==> src/hdl/atf_pkg.sv <==
// Shared types, constants and tables for the accelerometer tilt-angle filter.
// No dependencies; used by every module under hdl/.
package atf_pkg;

  localparam int unsigned SAMPLE_W = 15;  // milli-g sample width
  localparam int unsigned AXIS_W   = 16;  // filtered axis / stored average
  localparam int unsigned ABS_W    = 15;  // magnitude of one axis
  localparam int unsigned SQ_W     = 30;  // sum of squares
  localparam int unsigned ROOT_W   = 36;  // square root with 20 fraction bits
  localparam int unsigned FRAC_W   = 20;
  localparam int unsigned WEIGHT_W = 7;
  localparam int unsigned DEG_W    = 7;   // unsigned degrees 0..90
  localparam int unsigned ANGLE_W  = 8;
  localparam int unsigned MOTION_W = 16;

  // CORDIC datapath
  localparam int unsigned CORDIC_W     = 40;
  localparam int unsigned CORDIC_ITERS = 30;
  localparam int unsigned ANG_FRAC     = 30;

  // Register map
  localparam logic [2:0] ADDR_AVG_WEIGHT = 3'd0;

  // Divide by 100 via reciprocal: floor(2^28 / 100)
  localparam logic [21:0] RECIP_100 = 22'd2684354;
  localparam int unsigned RECIP_SH  = 28;

  localparam logic [9:0]  DEG_SCALE = 10'd573;  // 57.3 * 10
  localparam logic [7:0]  DIV10_MUL = 8'd205;   // n*205 >> 11 == n/10 for n < 1029
  localparam logic [6:0]  DEG_MAX   = 7'd90;
  localparam logic [15:0] ONE_G     = 16'd1000;

  // Commands from the sequencer to each lane
  typedef struct packed {
    logic filt_go;  // latch sample, run the average and the square
    logic root_go;  // sum of the other squares is valid: run root then angle
  } lane_cmd_t;

  // Lane status back to the sequencer
  typedef struct packed {
    logic busy;
  } lane_sts_t;

  // atan(2^-i) in radians with 30 fraction bits
  function automatic logic [31:0] atan_entry(input logic [4:0] i);
    logic [31:0] a;
    case (i)
      5'd0:    a = 32'd843314857;
      5'd1:    a = 32'd497837829;
      5'd2:    a = 32'd263043837;
      5'd3:    a = 32'd133525159;
      5'd4:    a = 32'd67021687;
      5'd5:    a = 32'd33543516;
      5'd6:    a = 32'd16775851;
      5'd7:    a = 32'd8388437;
      5'd8:    a = 32'd4194283;
      5'd9:    a = 32'd2097149;
      5'd10:   a = 32'd1048576;
      default: a = 32'd1 << (5'd30 - i);
    endcase
    return a;
  endfunction

endpackage

==> src/hdl/atf_sqrt.sv <==
// Bit-serial integer square root, one result bit per cycle.
// Fraction mode appends 20 zero digit pairs. Depends on atf_pkg.
module atf_sqrt (
  input  logic                       clk_i,
  input  logic                       rst_ni,
  input  logic                       start_i,
  input  logic                       frac_i,
  input  logic [atf_pkg::SQ_W-1:0]   operand_i,
  output logic                       busy_o,
  output logic [atf_pkg::ROOT_W-1:0] root_o
);
  import atf_pkg::*;

  localparam int unsigned REM_W = ROOT_W + 2;

  logic [5:0]        cnt_q, cnt_d;
  logic [SQ_W-1:0]   s_q, s_d;
  logic [REM_W-1:0]  r_q, r_d;
  logic [ROOT_W-1:0] q_q, q_d;
  logic [REM_W+1:0]  rs, t, diff;
  logic              ge;

  // one digit step
  always_comb begin
    rs   = {r_q, s_q[SQ_W-1 -: 2]};
    t    = {2'b00, q_q, 2'b01};
    ge   = (rs >= t);
    diff = rs - t;
    cnt_d = cnt_q;
    s_d   = s_q;
    r_d   = r_q;
    q_d   = q_q;
    if (start_i) begin
      cnt_d = frac_i ? 6'd35 : 6'd15;
      s_d   = operand_i;
      r_d   = '0;
      q_d   = '0;
    end else if (cnt_q != 6'd0) begin
      cnt_d = cnt_q - 6'd1;
      s_d   = {s_q[SQ_W-3:0], 2'b00};
      r_d   = ge ? diff[REM_W-1:0] : rs[REM_W-1:0];
      q_d   = {q_q[ROOT_W-2:0], ge};
    end
  end

  always_ff @(posedge clk_i or negedge rst_ni) begin
    if (!rst_ni) begin
      cnt_q <= '0;
    end else begin
      cnt_q <= cnt_d;
    end
  end

  always_ff @(posedge clk_i) begin
    s_q <= s_d;
    r_q <= r_d;
    q_q <= q_d;
  end

  assign busy_o = (cnt_q != 6'd0);
  assign root_o = q_q;
endmodule

==> config.mk <==
export PLATFORM = sky130hd
export DESIGN_NAME = atf_sqrt
export DESIGN_NICKNAME = d
export VERILOG_FILES = /design/src/hdl/atf_pkg.sv /design/src/hdl/atf_sqrt.sv
export SDC_FILE = /design/constraint.sdc
export NUM_CORES = 1
export LEC_CHECK = 0
export BUFFER_PORTS_ARGS = -buffer_cell sky130_fd_sc_hd__buf_2
export CORE_AREA = 5 5 120 122
export DETAILED_ROUTE_END_ITERATION = 16
export DIE_AREA = 0 0 125 127
export PLACE_DENSITY = 0.77
export SYNTH_ARGS = -nofsm -noshare
export SYNTH_HDL_FRONTEND = slang
export SYNTH_SLANG_ARGS = --single-unit
==> constraint.sdc <==
create_clock -name clk_i -period 3.46 [get_ports clk_i]
set_input_delay 0.692 -clock clk_i [delete_from_list [all_inputs] [get_ports clk_i]]
set_output_delay 0.692 -clock clk_i [all_outputs]
set_load 0.1 [all_outputs]
==> metrics <==
synthesized cell area 0.007053 mm²; Clock Power Share 0.147; met2 usage 0.3518; final WL ~17 mm; largest net degree at the start of global routing 63; vias in the first global route around 6,000; Total GRT Usage 0.2173; FF-to-FF Start root_o[12]; io pins 71; GP Congestion 0.9169; clock skew 8.411 ps; Tcrit/Tclk final 0.9136; worst-skew pair later-pin latency 360 ps; CP Launch Type register; Resized cells post-CTS 0; hold_buf cts 0; Synth Flop Type dfxtp_1; Area Overhead vs Synth 11.50%; Final Hold Violating Endpoints 0; combinational share of power 0.608; unrepaired setup endpoints after global routing no; initial antenna violation count 0; final setup fails 0; Routed Antenna Nets 0; fmax 316.3 MHz; total congestion overflow 0; ys async rst share 0.05455; Core Rows 42; number of DRC markers in iteration 0 576; layout cell share with drive strength beyond 1 0.1726; vias per inst about 5.8; leakage power 3.234 nW; register area share after synthesis 0.3591; sequential share of power 0.245; first-pass GRT wire length 29.16 mm; DRC Markers 0; Max clock buf depth 2; die area 0.01588 mm²; Mapped Cells roughly 870; CORE AREA 0.01309 mm²; H-tree levels 3; max-slew violations 0; CTS sink count 110; Max Cap Viol 0; via count 6,384; Post-CTS Setup Inserts 0; number of CTS-inserted buffers 9; total negative setup slack 0 ps; Rel. slew slack 0.5444; Syn Area/Cell 8.135 µm²; Initial Util 0.5390; required time of the critical path 3720 ps; Worst Hold Class in -> async; CP Capture Type register; Final HPWL DP 12.29 mm; clock-pin slew on the worst setup and hold paths 80 ps; Final min period 3161 ps; fin nets 989; Post-Syn Nets 940; CTS root buffer clkbuf_16; Least-Margin Pin Slew 683.3 ps; CTS tree done; Pint 3.862 mW; worst slack at placement 326.7 ps; Switching Share 0.4540; drt first pass iters 5; Sw Pwr 3.210 mW; Crit Path Class reg -> reg; Yosys cell types 76; Post-synth EDFFs 30; Port Buf Inserts 70; crit path DAT 3430 ps; Top Usage Layer GRT met2; CP startpoint root_o[12]; Final WS setup roughly 300 ps; outcome completed; die height around 130 µm; met1 Resource Use GR 0.2972; yosys warns 0; pwr/cell area 899.3 mW/mm²; met3 usage 0.04549; DR WL/cell between 15 and 20 µm; Diodes inserted 0; worst vdd ir 396.4 µV; Die X 125 µm; maximum fanout along the worst path 12; flops & latches, synth 110
-- path summary, 6_finish.rpt --
path,to,slack (ps),depth (start not counted)
hold / removal,cnt_q[4],130,1
max in group asynchronous,cnt_q[1],3180,1
min in group clk_i,root_o[11],470,2
hold reg to reg,root_o[11],470,2
setup / recovery,r_q[14],300,11
setup reg to reg,r_q[14],300,11
-- power groups by stage --
| stage | registers [mW] | logic [mW] | clock network (mW) |
|---|---|---|---|
| 6_report | 1.73 | 4.30 | 1.04 |
| 5_1_grt | 1.76 | 4.80 | 1.11 |
| 4_1_cts | 1.73 | 4.26 | 1.06 |
| 3_5_place_dp | 1.76 | 4.23 | 0 |
| 3_3_place_gp | 1.75 | 4.19 | 0 |
| 2_1_floorplan | 1.79 | 3.27 | 0 |
-- cells by family after synthesis --
logic type | count (synthesis) | synth area share
and+or+nand+nor | 311 | 0.2054
adders and majority gates | 39 | 0.06919
buffers and inverters | 105 | 0.05836
AOI/OAI and AO/OA | 243 | 0.2235
muxes | 35 | 0.05464
xor gates and xnor gates | 24 | 0.02980
DFF | 110 | 0.3591
-- layout by cell type (no fill, tap or decap), types with 21 or more instances in the layout --
master,instances
inv_1,51
nand2_1,154
a21oi_1,90
ha_1,39
nor2_1,53
dfxtp_1,70
mux2_2,28
o21ai_0,34
buf_2,69
buf_4,21
edfxtp_1,30
nand3_1,24
-- worst max-delay path, stage by stage (launching register included) --
cell	delay [ps]
dfxtp_1	370
inv_1	60
ha_1	390
nand4_1	170
or4_4	520
a211oi_4	220
nor3_2	120
or3_4	370
nand2_2	250
buf_4	240
nand3_1	100
a211oi_1	240
-- sequential cells by signal, summed over array words and instances, names as in the netlist --
| name | flops |
|---|---|
| root_o | 36 |
| r_q | 38 |
| s_q | 30 |
| cnt_q | 6 |
-- layer usage --
| layer | wire length, µm | vias to the layer above |
|---|---|---|
| li1 | - | 3198 |
| met1 | 8028 | 2990 |
| met2 | 7994 | 172 |
| met3 | 941 | 24 |
| met4 | 273 | 0 |
| met5 | 0 | - |
-- per-stage QoR --
| stage | util | std cells | instance area [µm²] | hold slack (ps) | power [mW] |
|---|---|---|---|---|---|
| after CTS | 0.6010 | 1097 | 7864 | 127.3 | 7.047 |
| after floorplan | - | 867 | 7058 | 396.4 | 5.055 |
| final | 0.6010 | 1097 | 7864 | 132.3 | 7.072 |
| after global routing | 0.6010 | 1097 | 7864 | 127.6 | 7.671 |
| after global placement | 0.5789 | 1081 | 7575 | 455.0 | 5.942 |
| after detailed placement | 0.5789 | 1081 | 7575 | 461.3 | 5.983 |
-- cell usage after synthesis, types with 3 or more instances --
cell type | number | area share
or4_1 | 3 | 0.0032
a31oi_1 | 9 | 0.0080
mux2i_1 | 7 | 0.0099
buf_2 | 8 | 0.0057
edfxtp_1 | 30 | 0.13
xor2_1 | 7 | 0.0087
a22oi_1 | 3 | 0.0032
nor3_1 | 10 | 0.0071
o21ai_1 | 4 | 0.0028
dfxtp_1 | 74 | 0.21
o21a_1 | 7 | 0.0075
a311oi_1 | 17 | 0.021
nand2b_1 | 3 | 0.0027
mux2_2 | 28 | 0.045
inv_1 | 52 | 0.028
a21oi_1 | 90 | 0.064
nand3_1 | 24 | 0.017
nor2_1 | 53 | 0.028
clkbuf_1 | 40 | 0.021
a41oi_1 | 3 | 0.0037
nor2b_1 | 4 | 0.0035
and3_1 | 10 | 0.0089
ha_1 | 39 | 0.069
or2_2 | 3 | 0.0027
buf_1 | 3 | 0.0016
o21ai_0 | 34 | 0.024
nand4_1 | 9 | 0.0080
xnor2_1 | 17 | 0.021
dfrtp_1 | 6 | 0.021
and2_1 | 10 | 0.0089
nand2_1 | 154 | 0.082
a211oi_1 | 15 | 0.016
or3_1 | 5 | 0.0044
o21bai_1 | 5 | 0.0053
and4_1 | 4 | 0.0050
a21o_1 | 14 | 0.015
o211ai_1 | 14 | 0.015
o22ai_1 | 3 | 0.0027
nor3b_1 | 3 | 0.0032
-- final cells by class --
cell class                      instances  area, µm²
Clock buffer                           10      229.0
Clock inverter                          6      60.06
Fill cell                            1182       5221
Inverter                               53      198.9
Multi-Input combinational cell        652       4115
Sequential cell                       110       2537
Tap cell                              176      220.2
Timing Repair Buffer                   90      503.0
Power figures use the tool's default switching activity.
