**config.mk**
```make
export PLATFORM = sky130hd
export DESIGN_NAME = atf_lane
export DESIGN_NICKNAME = d
export VERILOG_FILES = /design/src/hdl/atf_pkg.sv /design/src/hdl/atf_sqrt.sv /design/src/hdl/atf_cordic.sv /design/src/hdl/atf_lane.sv
export SDC_FILE = /design/constraint.sdc
export NUM_CORES = 2
export LEC_CHECK = 0
export BUFFER_PORTS_ARGS = -buffer_cell sky130_fd_sc_hd__buf_2
export CORE_ASPECT_RATIO = 2
export CORE_MARGIN = 3
export CORE_UTILIZATION = 50
export CTS_CLUSTER_DIAMETER = 60
export DETAILED_ROUTE_END_ITERATION = 6
export PLACE_DENSITY = 0.66
export SLEW_MARGIN = 30
export SYNTH_ARGS = -nofsm -noshare
export SYNTH_HDL_FRONTEND = slang
export SYNTH_SLANG_ARGS = --single-unit
```
**constraint.sdc**
```tcl
create_clock -name clk_i -period 10.95 [get_ports clk_i]
set_input_delay 1.6425 -clock clk_i [delete_from_list [all_inputs] [get_ports clk_i]]
set_output_delay 1.6425 -clock clk_i [all_outputs]
set_load 0.02 [all_outputs]
```
**src/hdl/atf_pkg.sv**
```systemverilog
// Shared types, constants and tables for the accelerometer tilt-angle filter.
// No dependencies; used by every module under hdl/.
package atf_pkg;

  localparam int unsigned SAMPLE_W = 15;  // milli-g sample width
  localparam int unsigned AXIS_W   = 16;  // filtered axis / stored average
  localparam int unsigned ABS_W    = 15;  // magnitude of one axis
  localparam int unsigned SQ_W     = 30;  // sum of squares
  localparam int unsigned ROOT_W   = 36;  // square root with 20 fraction bits
  localparam int unsigned FRAC_W   = 20;
  localparam int unsigned WEIGHT_W = 7;
  localparam int unsigned DEG_W    = 7;   // unsigned degrees 0..90
  localparam int unsigned ANGLE_W  = 8;
  localparam int unsigned MOTION_W = 16;

  // CORDIC datapath
  localparam int unsigned CORDIC_W     = 40;
  localparam int unsigned CORDIC_ITERS = 30;
  localparam int unsigned ANG_FRAC     = 30;

  // Register map
  localparam logic [2:0] ADDR_AVG_WEIGHT = 3'd0;

  // Divide by 100 via reciprocal: floor(2^28 / 100)
  localparam logic [21:0] RECIP_100 = 22'd2684354;
  localparam int unsigned RECIP_SH  = 28;

  localparam logic [9:0]  DEG_SCALE = 10'd573;  // 57.3 * 10
  localparam logic [7:0]  DIV10_MUL = 8'd205;   // n*205 >> 11 == n/10 for n < 1029
  localparam logic [6:0]  DEG_MAX   = 7'd90;
  localparam logic [15:0] ONE_G     = 16'd1000;

  // Commands from the sequencer to each lane
  typedef struct packed {
    logic filt_go;  // latch sample, run the average and the square
    logic root_go;  // sum of the other squares is valid: run root then angle
  } lane_cmd_t;

  // Lane status back to the sequencer
  typedef struct packed {
    logic busy;
  } lane_sts_t;

  // atan(2^-i) in radians with 30 fraction bits
  function automatic logic [31:0] atan_entry(input logic [4:0] i);
    logic [31:0] a;
    case (i)
      5'd0:    a = 32'd843314857;
      5'd1:    a = 32'd497837829;
      5'd2:    a = 32'd263043837;
      5'd3:    a = 32'd133525159;
      5'd4:    a = 32'd67021687;
      5'd5:    a = 32'd33543516;
      5'd6:    a = 32'd16775851;
      5'd7:    a = 32'd8388437;
      5'd8:    a = 32'd4194283;
      5'd9:    a = 32'd2097149;
      5'd10:   a = 32'd1048576;
      default: a = 32'd1 << (5'd30 - i);
    endcase
    return a;
  endfunction

endpackage

```
**src/hdl/atf_sqrt.sv**
```systemverilog
// Bit-serial integer square root, one result bit per cycle.
// Fraction mode appends 20 zero digit pairs. Depends on atf_pkg.
module atf_sqrt (
  input  logic                       clk_i,
  input  logic                       rst_ni,
  input  logic                       start_i,
  input  logic                       frac_i,
  input  logic [atf_pkg::SQ_W-1:0]   operand_i,
  output logic                       busy_o,
  output logic [atf_pkg::ROOT_W-1:0] root_o
);
  import atf_pkg::*;

  localparam int unsigned REM_W = ROOT_W + 2;

  logic [5:0]        cnt_q, cnt_d;
  logic [SQ_W-1:0]   s_q, s_d;
  logic [REM_W-1:0]  r_q, r_d;
  logic [ROOT_W-1:0] q_q, q_d;
  logic [REM_W+1:0]  rs, t, diff;
  logic              ge;

  // one digit step
  always_comb begin
    rs   = {r_q, s_q[SQ_W-1 -: 2]};
    t    = {2'b00, q_q, 2'b01};
    ge   = (rs >= t);
    diff = rs - t;
    cnt_d = cnt_q;
    s_d   = s_q;
    r_d   = r_q;
    q_d   = q_q;
    if (start_i) begin
      cnt_d = frac_i ? 6'd35 : 6'd15;
      s_d   = operand_i;
      r_d   = '0;
      q_d   = '0;
    end else if (cnt_q != 6'd0) begin
      cnt_d = cnt_q - 6'd1;
      s_d   = {s_q[SQ_W-3:0], 2'b00};
      r_d   = ge ? diff[REM_W-1:0] : rs[REM_W-1:0];
      q_d   = {q_q[ROOT_W-2:0], ge};
    end
  end

  always_ff @(posedge clk_i or negedge rst_ni) begin
    if (!rst_ni) begin
      cnt_q <= '0;
    end else begin
      cnt_q <= cnt_d;
    end
  end

  always_ff @(posedge clk_i) begin
    s_q <= s_d;
    r_q <= r_d;
    q_q <= q_d;
  end

  assign busy_o = (cnt_q != 6'd0);
  assign root_o = q_q;
endmodule

```
**src/hdl/atf_cordic.sv**
```systemverilog
// Vectoring CORDIC: whole degrees 0..90 of atan(num/den), one rotation a cycle,
// then scaling to degrees. Depends on atf_pkg.
module atf_cordic (
  input  logic                       clk_i,
  input  logic                       rst_ni,
  input  logic                       start_i,
  input  logic [atf_pkg::ROOT_W-1:0] num_i,
  input  logic [atf_pkg::ROOT_W-1:0] den_i,
  output logic                       busy_o,
  output logic [atf_pkg::DEG_W-1:0]  deg_o
);
  import atf_pkg::*;

  localparam logic [1:0] C_IDLE = 2'd0;
  localparam logic [1:0] C_ITER = 2'd1;
  localparam logic [1:0] C_MUL  = 2'd2;
  localparam logic [1:0] C_DIV  = 2'd3;

  logic [1:0]                 phase_q, phase_d;
  logic [4:0]                 i_q, i_d;
  logic signed [CORDIC_W-1:0] x_q, x_d, y_q, y_d, dx, dy;
  logic signed [31:0]         z_q, z_d;
  logic [40:0]                p_q, p_d;
  logic [DEG_W-1:0]           deg_q, deg_d;
  logic [31:0]                a;
  logic [30:0]                zc;
  logic [10:0]                t;
  logic [18:0]                tq;

  always_comb begin
    a  = atan_entry(i_q);
    dx = y_q >>> i_q;
    dy = x_q >>> i_q;
    zc = z_q[31] ? 31'd0 : z_q[30:0];
    t  = p_q[40:ANG_FRAC];
    tq = 19'(t * DIV10_MUL);
    phase_d = phase_q;
    i_d = i_q;
    x_d = x_q;
    y_d = y_q;
    z_d = z_q;
    p_d = p_q;
    deg_d = deg_q;
    case (phase_q)
      C_IDLE: begin
        if (start_i) begin
          if (den_i == '0) begin
            deg_d = (num_i != '0) ? DEG_MAX : '0;
          end else begin
            x_d = CORDIC_W'($signed({1'b0, den_i}));
            y_d = CORDIC_W'($signed({1'b0, num_i}));
            z_d = '0;
            i_d = '0;
            phase_d = C_ITER;
          end
        end
      end
      C_ITER: begin
        if (!y_q[CORDIC_W-1]) begin
          x_d = x_q + dx;
          y_d = y_q - dy;
          z_d = z_q + $signed(a);
        end else begin
          x_d = x_q - dx;
          y_d = y_q + dy;
          z_d = z_q - $signed(a);
        end
        i_d = i_q + 5'd1;
        if (i_q == 5'(CORDIC_ITERS - 1)) begin
          phase_d = C_MUL;
        end
      end
      C_MUL: begin
        p_d = 41'(zc * DEG_SCALE);
        phase_d = C_DIV;
      end
      C_DIV: begin
        // divide by ten, then clamp to a right angle
        deg_d = (tq[18:11] > {1'b0, DEG_MAX}) ? DEG_MAX : tq[17:11];
        phase_d = C_IDLE;
      end
      default: phase_d = C_IDLE;
    endcase
  end

  always_ff @(posedge clk_i or negedge rst_ni) begin
    if (!rst_ni) begin
      phase_q <= C_IDLE;
    end else begin
      phase_q <= phase_d;
    end
  end

  always_ff @(posedge clk_i) begin
    i_q   <= i_d;
    x_q   <= x_d;
    y_q   <= y_d;
    z_q   <= z_d;
    p_q   <= p_d;
    deg_q <= deg_d;
  end

  assign busy_o = (phase_q != C_IDLE);
  assign deg_o  = deg_q;
endmodule

```
**src/hdl/atf_lane.sv**
```systemverilog
// One axis lane: moving average, square, root of the other squares, CORDIC.
// Depends on atf_pkg, atf_sqrt and atf_cordic.
module atf_lane (
  input  logic                         clk_i,
  input  logic                         rst_ni,
  input  atf_pkg::lane_cmd_t           cmd_i,
  input  logic                         zmode_i,   // angle to gravity: num/den swap
  input  logic [atf_pkg::WEIGHT_W-1:0] weight_i,
  input  logic [atf_pkg::SAMPLE_W-1:0] sample_i,
  input  logic [atf_pkg::SQ_W-1:0]     sq_other_i,
  output atf_pkg::lane_sts_t           sts_o,
  output logic [atf_pkg::SQ_W-1:0]     sq_o,
  output logic [atf_pkg::ANGLE_W-1:0]  angle_o
);
  import atf_pkg::*;

  localparam logic [2:0] L_IDLE = 3'd0;
  localparam logic [2:0] L_V    = 3'd1;
  localparam logic [2:0] L_P    = 3'd2;
  localparam logic [2:0] L_Q    = 3'd3;
  localparam logic [2:0] L_SQ   = 3'd4;
  localparam logic [2:0] L_WAIT = 3'd5;
  localparam logic [2:0] L_ROOT = 3'd6;
  localparam logic [2:0] L_ANG  = 3'd7;

  logic [2:0]               phase_q, phase_d;
  logic signed [AXIS_W-1:0] avg_q, avg_d;
  logic signed [AXIS_W-1:0] axis_q, axis_d;
  logic signed [SAMPLE_W-1:0] smp_q;
  logic signed [22:0]       v_q;
  logic [42:0]              prod_q;
  logic [SQ_W-1:0]          sq_q;
  logic [ANGLE_W-1:0]       angle_q;
  logic                     en;
  logic [20:0]              vmag;
  logic [14:0]              qm, qc;
  logic [21:0]              rem, remc;
  logic signed [AXIS_W-1:0] qs;
  logic [ABS_W-1:0]         amag;
  logic [ROOT_W-1:0]        root, own, num, den;
  logic                     sq_busy, co_busy, co_start;
  logic [DEG_W-1:0]         deg;

  assign en = (weight_i != '0) && (weight_i < 7'd100);

  // divide by 100 with rounding on the positive side
  always_comb begin
    vmag = v_q[22] ? 21'(-v_q) : v_q[20:0];
    qm   = prod_q[RECIP_SH +: 15];
    rem  = {1'b0, vmag} - 22'(qm * 7'd100);
    qc   = (rem >= 22'd100) ? qm + 15'd1 : qm;
    remc = (rem >= 22'd100) ? rem - 22'd100 : rem;
    if (v_q[22]) begin
      qs = -$signed({1'b0, qc});
    end else begin
      qs = $signed({1'b0, qc}) + ((remc > 22'd49) ? 16'sd1 : 16'sd0);
    end
  end

  assign amag = axis_q[AXIS_W-1] ? ABS_W'(-axis_q) : axis_q[ABS_W-1:0];
  assign own  = ROOT_W'({amag, FRAC_W'(0)});
  assign num  = zmode_i ? root : own;
  assign den  = zmode_i ? own : root;
  assign co_start = (phase_q == L_ROOT) && !sq_busy;

  // lane sequencer
  always_comb begin
    phase_d = phase_q;
    avg_d   = avg_q;
    axis_d  = axis_q;
    case (phase_q)
      L_IDLE: if (cmd_i.filt_go) phase_d = L_V;
      L_V:    phase_d = L_P;
      L_P:    phase_d = L_Q;
      L_Q: begin
        if (en) begin
          axis_d = qs;
          avg_d  = qs;
        end else begin
          axis_d = AXIS_W'(smp_q);
        end
        phase_d = L_SQ;
      end
      L_SQ:   phase_d = L_WAIT;
      L_WAIT: if (cmd_i.root_go) phase_d = L_ROOT;
      L_ROOT: if (!sq_busy) phase_d = L_ANG;
      L_ANG:  if (!co_busy) phase_d = L_IDLE;
      default: phase_d = L_IDLE;
    endcase
  end

  always_ff @(posedge clk_i or negedge rst_ni) begin
    if (!rst_ni) begin
      phase_q <= L_IDLE;
      avg_q   <= '0;
    end else begin
      phase_q <= phase_d;
      avg_q   <= avg_d;
    end
  end

  always_ff @(posedge clk_i) begin
    if (cmd_i.filt_go) smp_q <= sample_i;
    v_q    <= 23'(smp_q * $signed({1'b0, weight_i}))
            + 23'(avg_q * $signed({1'b0, 7'd100 - weight_i}));
    prod_q <= 43'(vmag * RECIP_100);
    axis_q <= axis_d;
    if (phase_q == L_SQ) sq_q <= SQ_W'(amag * amag);
    if ((phase_q == L_ANG) && !co_busy) begin
      angle_q <= axis_q[AXIS_W-1] ? -ANGLE_W'(deg) : ANGLE_W'(deg);
    end
  end

  atf_sqrt u_sqrt (
    .clk_i     (clk_i),
    .rst_ni    (rst_ni),
    .start_i   (cmd_i.root_go),
    .frac_i    (1'b1),
    .operand_i (sq_other_i),
    .busy_o    (sq_busy),
    .root_o    (root)
  );

  atf_cordic u_cordic (
    .clk_i   (clk_i),
    .rst_ni  (rst_ni),
    .start_i (co_start),
    .num_i   (num),
    .den_i   (den),
    .busy_o  (co_busy),
    .deg_o   (deg)
  );

  assign sts_o.busy = (phase_q != L_IDLE) && (phase_q != L_WAIT);
  assign sq_o    = sq_q;
  assign angle_o = angle_q;
endmodule

```
==> flow_summary.yaml <==
sta:
  hold_viol: 0
  period_needed_ns: 9.88
  slew_headroom_pct: 34.2
  skew_ns: 0.0461
  fin_crit_sh_pct: 90.3
  worstMarginPinSlew_ns: 0.987
  fmax_mhz: 101
  slew_violations: 0
  rsz0062_at_grt: "false"
  tns_ns: 0
  setup_viol: 0
place:
  dp_cells: 7987
  dpl.hpwl_um: 146000
  port_buffers: 94
  place_congestion: 0.987
clock_tree:
  cts_tree: "done"
  clk-insertion-delay-late_ns: 0.66
  ctsHoldBuffers: 0
  clk_path_buf_depth: 3
  cts-root-buf: "clkbuf_16"
  cts_resized: 0
  path_clk_slew_ns: 0.07
  htree_levels: 2
  cts_setup_buffers: 0
  cts_made_buffers: 47
  cts_sinks: 371
detailed_routing:
  vias: 47700
  wl_um: 176000
  drtIter0Drc: 2531
  drcViolationCount: 0
  routed_via_density: 5.91
  drt_pass1_iterations: 6
  wl_per_cell_um: 21.8
  drtAntennaViolNets: 0
global_route:
  grt_pass1_wl_um: 276000
  grt_pass1_vias: 51200
  grt_usage_pct: 28.2
  grt_max_degree: 92
  grt.overflow.total: 0
  antenna_found_initial: 3
min_path:
  hold_path_end: "u_sqrt.r_q[36]"
  hold_depth: 2
  hold_class: "reg2reg"
  hold_start: "u_sqrt.r_q[36]"
setup_path:
  crit_start: "v_q[0]"
  ff2ff_setup_slack_ns: 1.07
  reg2reg_depth: 29
  crit_path_max_incr_delay_ns: 0.91
  critPathRequiredTime_ns: 11.51
  worstPathMaxFanout: 9
  slowest_stage: "o311ai_0"
  cp.buffers_inverters: 3
  regToRegEndpoint: "prod_q[42]"
  cp-end-kind: "register"
  crit_arrival_ns: 10.44
  cp-start-kind: "register"
  r2r_start: "v_q[0]"
  worstSetupPathType: "reg2reg"
  crit_top_cell: "fa_1"
  crit_family: "adder cells"
synthesis:
  syn_area_sq_mm: 0.0605
  synth_cells: 6519
  syn_avg_cell_area_sq_um: 9.27
  synth-main-ff-cell: "edfxtp_1"
  synth.distinct_cells: 115
  synth_seq_cells: 371
  synth_edf_count: 233
  async_reset_ff_share_pct: 7.28
  ys_warn_count: 0
  syn-num-nets: 8015
  ys_seq_area_share_pct: 16.4
die:
  die_w_um: 252
  coreArea_sq_mm: 0.120
  start_util_pct: 50.6
  io_pins: 96
  rows: 179
  die_area_sq_mm: 0.125
  die_y_um: 498
final_layout:
  n_fill_cell: 10900
  syn2layout_area_growth_pct: 6.16
  fin_nets: 7996
  finalNonFillerCells: 8079
  layout-drive-gt1-share_pct: 8.12
run:
  drv_cap: 0
outcome:
  status: "finished clean"
-- layout make-up --
type,instances,area [sq um],share of cell area [%]
Multi-Input combinational cell,4974,46100,71.8
Sequential cell,371,9890,15.4
Inverter,945,3550,5.53
Tap cell,1538,1920,3.00
Clock buffer,59,1360,2.12
Timing Repair Buffer,161,1020,1.59
Clock inverter,29,320,0.499
Antenna cell,2,5.00,0.00780
-- Yosys cell counts, types with 80 or more instances --
library cell,number,area (sq um)
o21ai_0,242,1210
dfxtp_1,111,2220
xnor2_1,253,2220
inv_1,940,3530
nor3_1,86,430
nand2_1,547,2050
clkbuf_1,160,601
mux2_2,80,901
edfxtp_1,233,7000
a21o_1,100,751
xor2_1,145,1270
a21oi_1,369,1850
nor2_1,417,1570
mux4_2,115,2590
and2_1,148,926
nor2b_1,114,713
nand3_1,89,445
ha_1,802,10000
fa_1,637,12800
-- metrics by stage --
stage	hold slack, ns	utilization (%)	worst slack [ns]	cell area, sq um
3_5_place_dp	0.449	52.2	1.13	62400
5_1_grt	0.480	53.7	0.519	64200
4_1_cts	0.459	53.6	0.984	64100
3_3_place_gp	0.439	52.2	1.26	62400
6_report	0.456	53.7	1.07	64200
2_1_floorplan	0.429	-	1.90	60500
-- how the worst max path moves through the flow --
stage	slack, ns	cells past startpoint	end
after CTS	0.98	29	prod_q[42]
final	1.07	29	prod_q[42]
after detailed placement	1.13	29	prod_q[42]
after global routing	0.52	29	prod_q[42]
after global placement	1.26	29	prod_q[42]
after floorplan	1.90	10	u_cordic.i_q[0]
-- cells by family after synthesis --
group	after synthesis	share of synthesized area (%)
other	1	0.00620
buffers and inverters	1174	7.51
AO/OA/AOI/OAI	1190	12.5
AND/OR/NAND/NOR	1699	13.4
XOR/XNOR	400	5.83
multiplexers	245	6.62
adder cells (fa/ha/maj)	1439	37.7
flip-flops	371	16.4
-- worst min-delay path, cell delays in order, from the launching register on --
cell and delay, ns:
dfxtp_1 0.31, nand2_1 0.05, a21oi_1 0.05
-- metal layers --
layer | vias to the layer above | wire length [um] | track usage [%]
li1 | 22200 | - | -
met1 | 23500 | 57800 | 27.2
met3 | 611 | 6560 | 3.05
met2 | 1394 | 96300 | 54.7
met5 | - | 0 | 0
met4 | 0 | 15200 | 20.4
-- state kept, by name, indices dropped and copies added, names as in the netlist, 8 cells and up --
signal	count
sq_o	29
u_sqrt.s_q	30
u_cordic.x_q	40
u_sqrt.root_o	36
u_cordic.y_q	40
u_cordic.z_q	32
angle_o	8
avg_q	16
v_q	22
u_sqrt.r_q	38
prod_q	15
smp_q	15
axis_q	16
u_cordic.p_q	11
-- cell usage in the layout, fill, tap and decap left out, drive strengths merged, types with 58 or more instances in the layout --
cell type,netlist,layout
xnor2,254,254
nor2b,114,114
edfxtp,233,233
nor2,418,418
nand3,90,90
fa,637,637
ha,802,802
nand2,548,548
mux2,82,82
mux4,115,115
nand2b,66,66
clkbuf,166,59
o21ai,256,256
a21oi,370,370
dfxtp,111,111
inv,942,956
xor2,145,145
a21o,101,101
nor3,87,87
buf,63,161
and2,154,154
o31ai,58,58
Power is left out: the tool's default activity adds up to more than one toggle a clock period on the data nets, which glitch-free logic cannot reach.
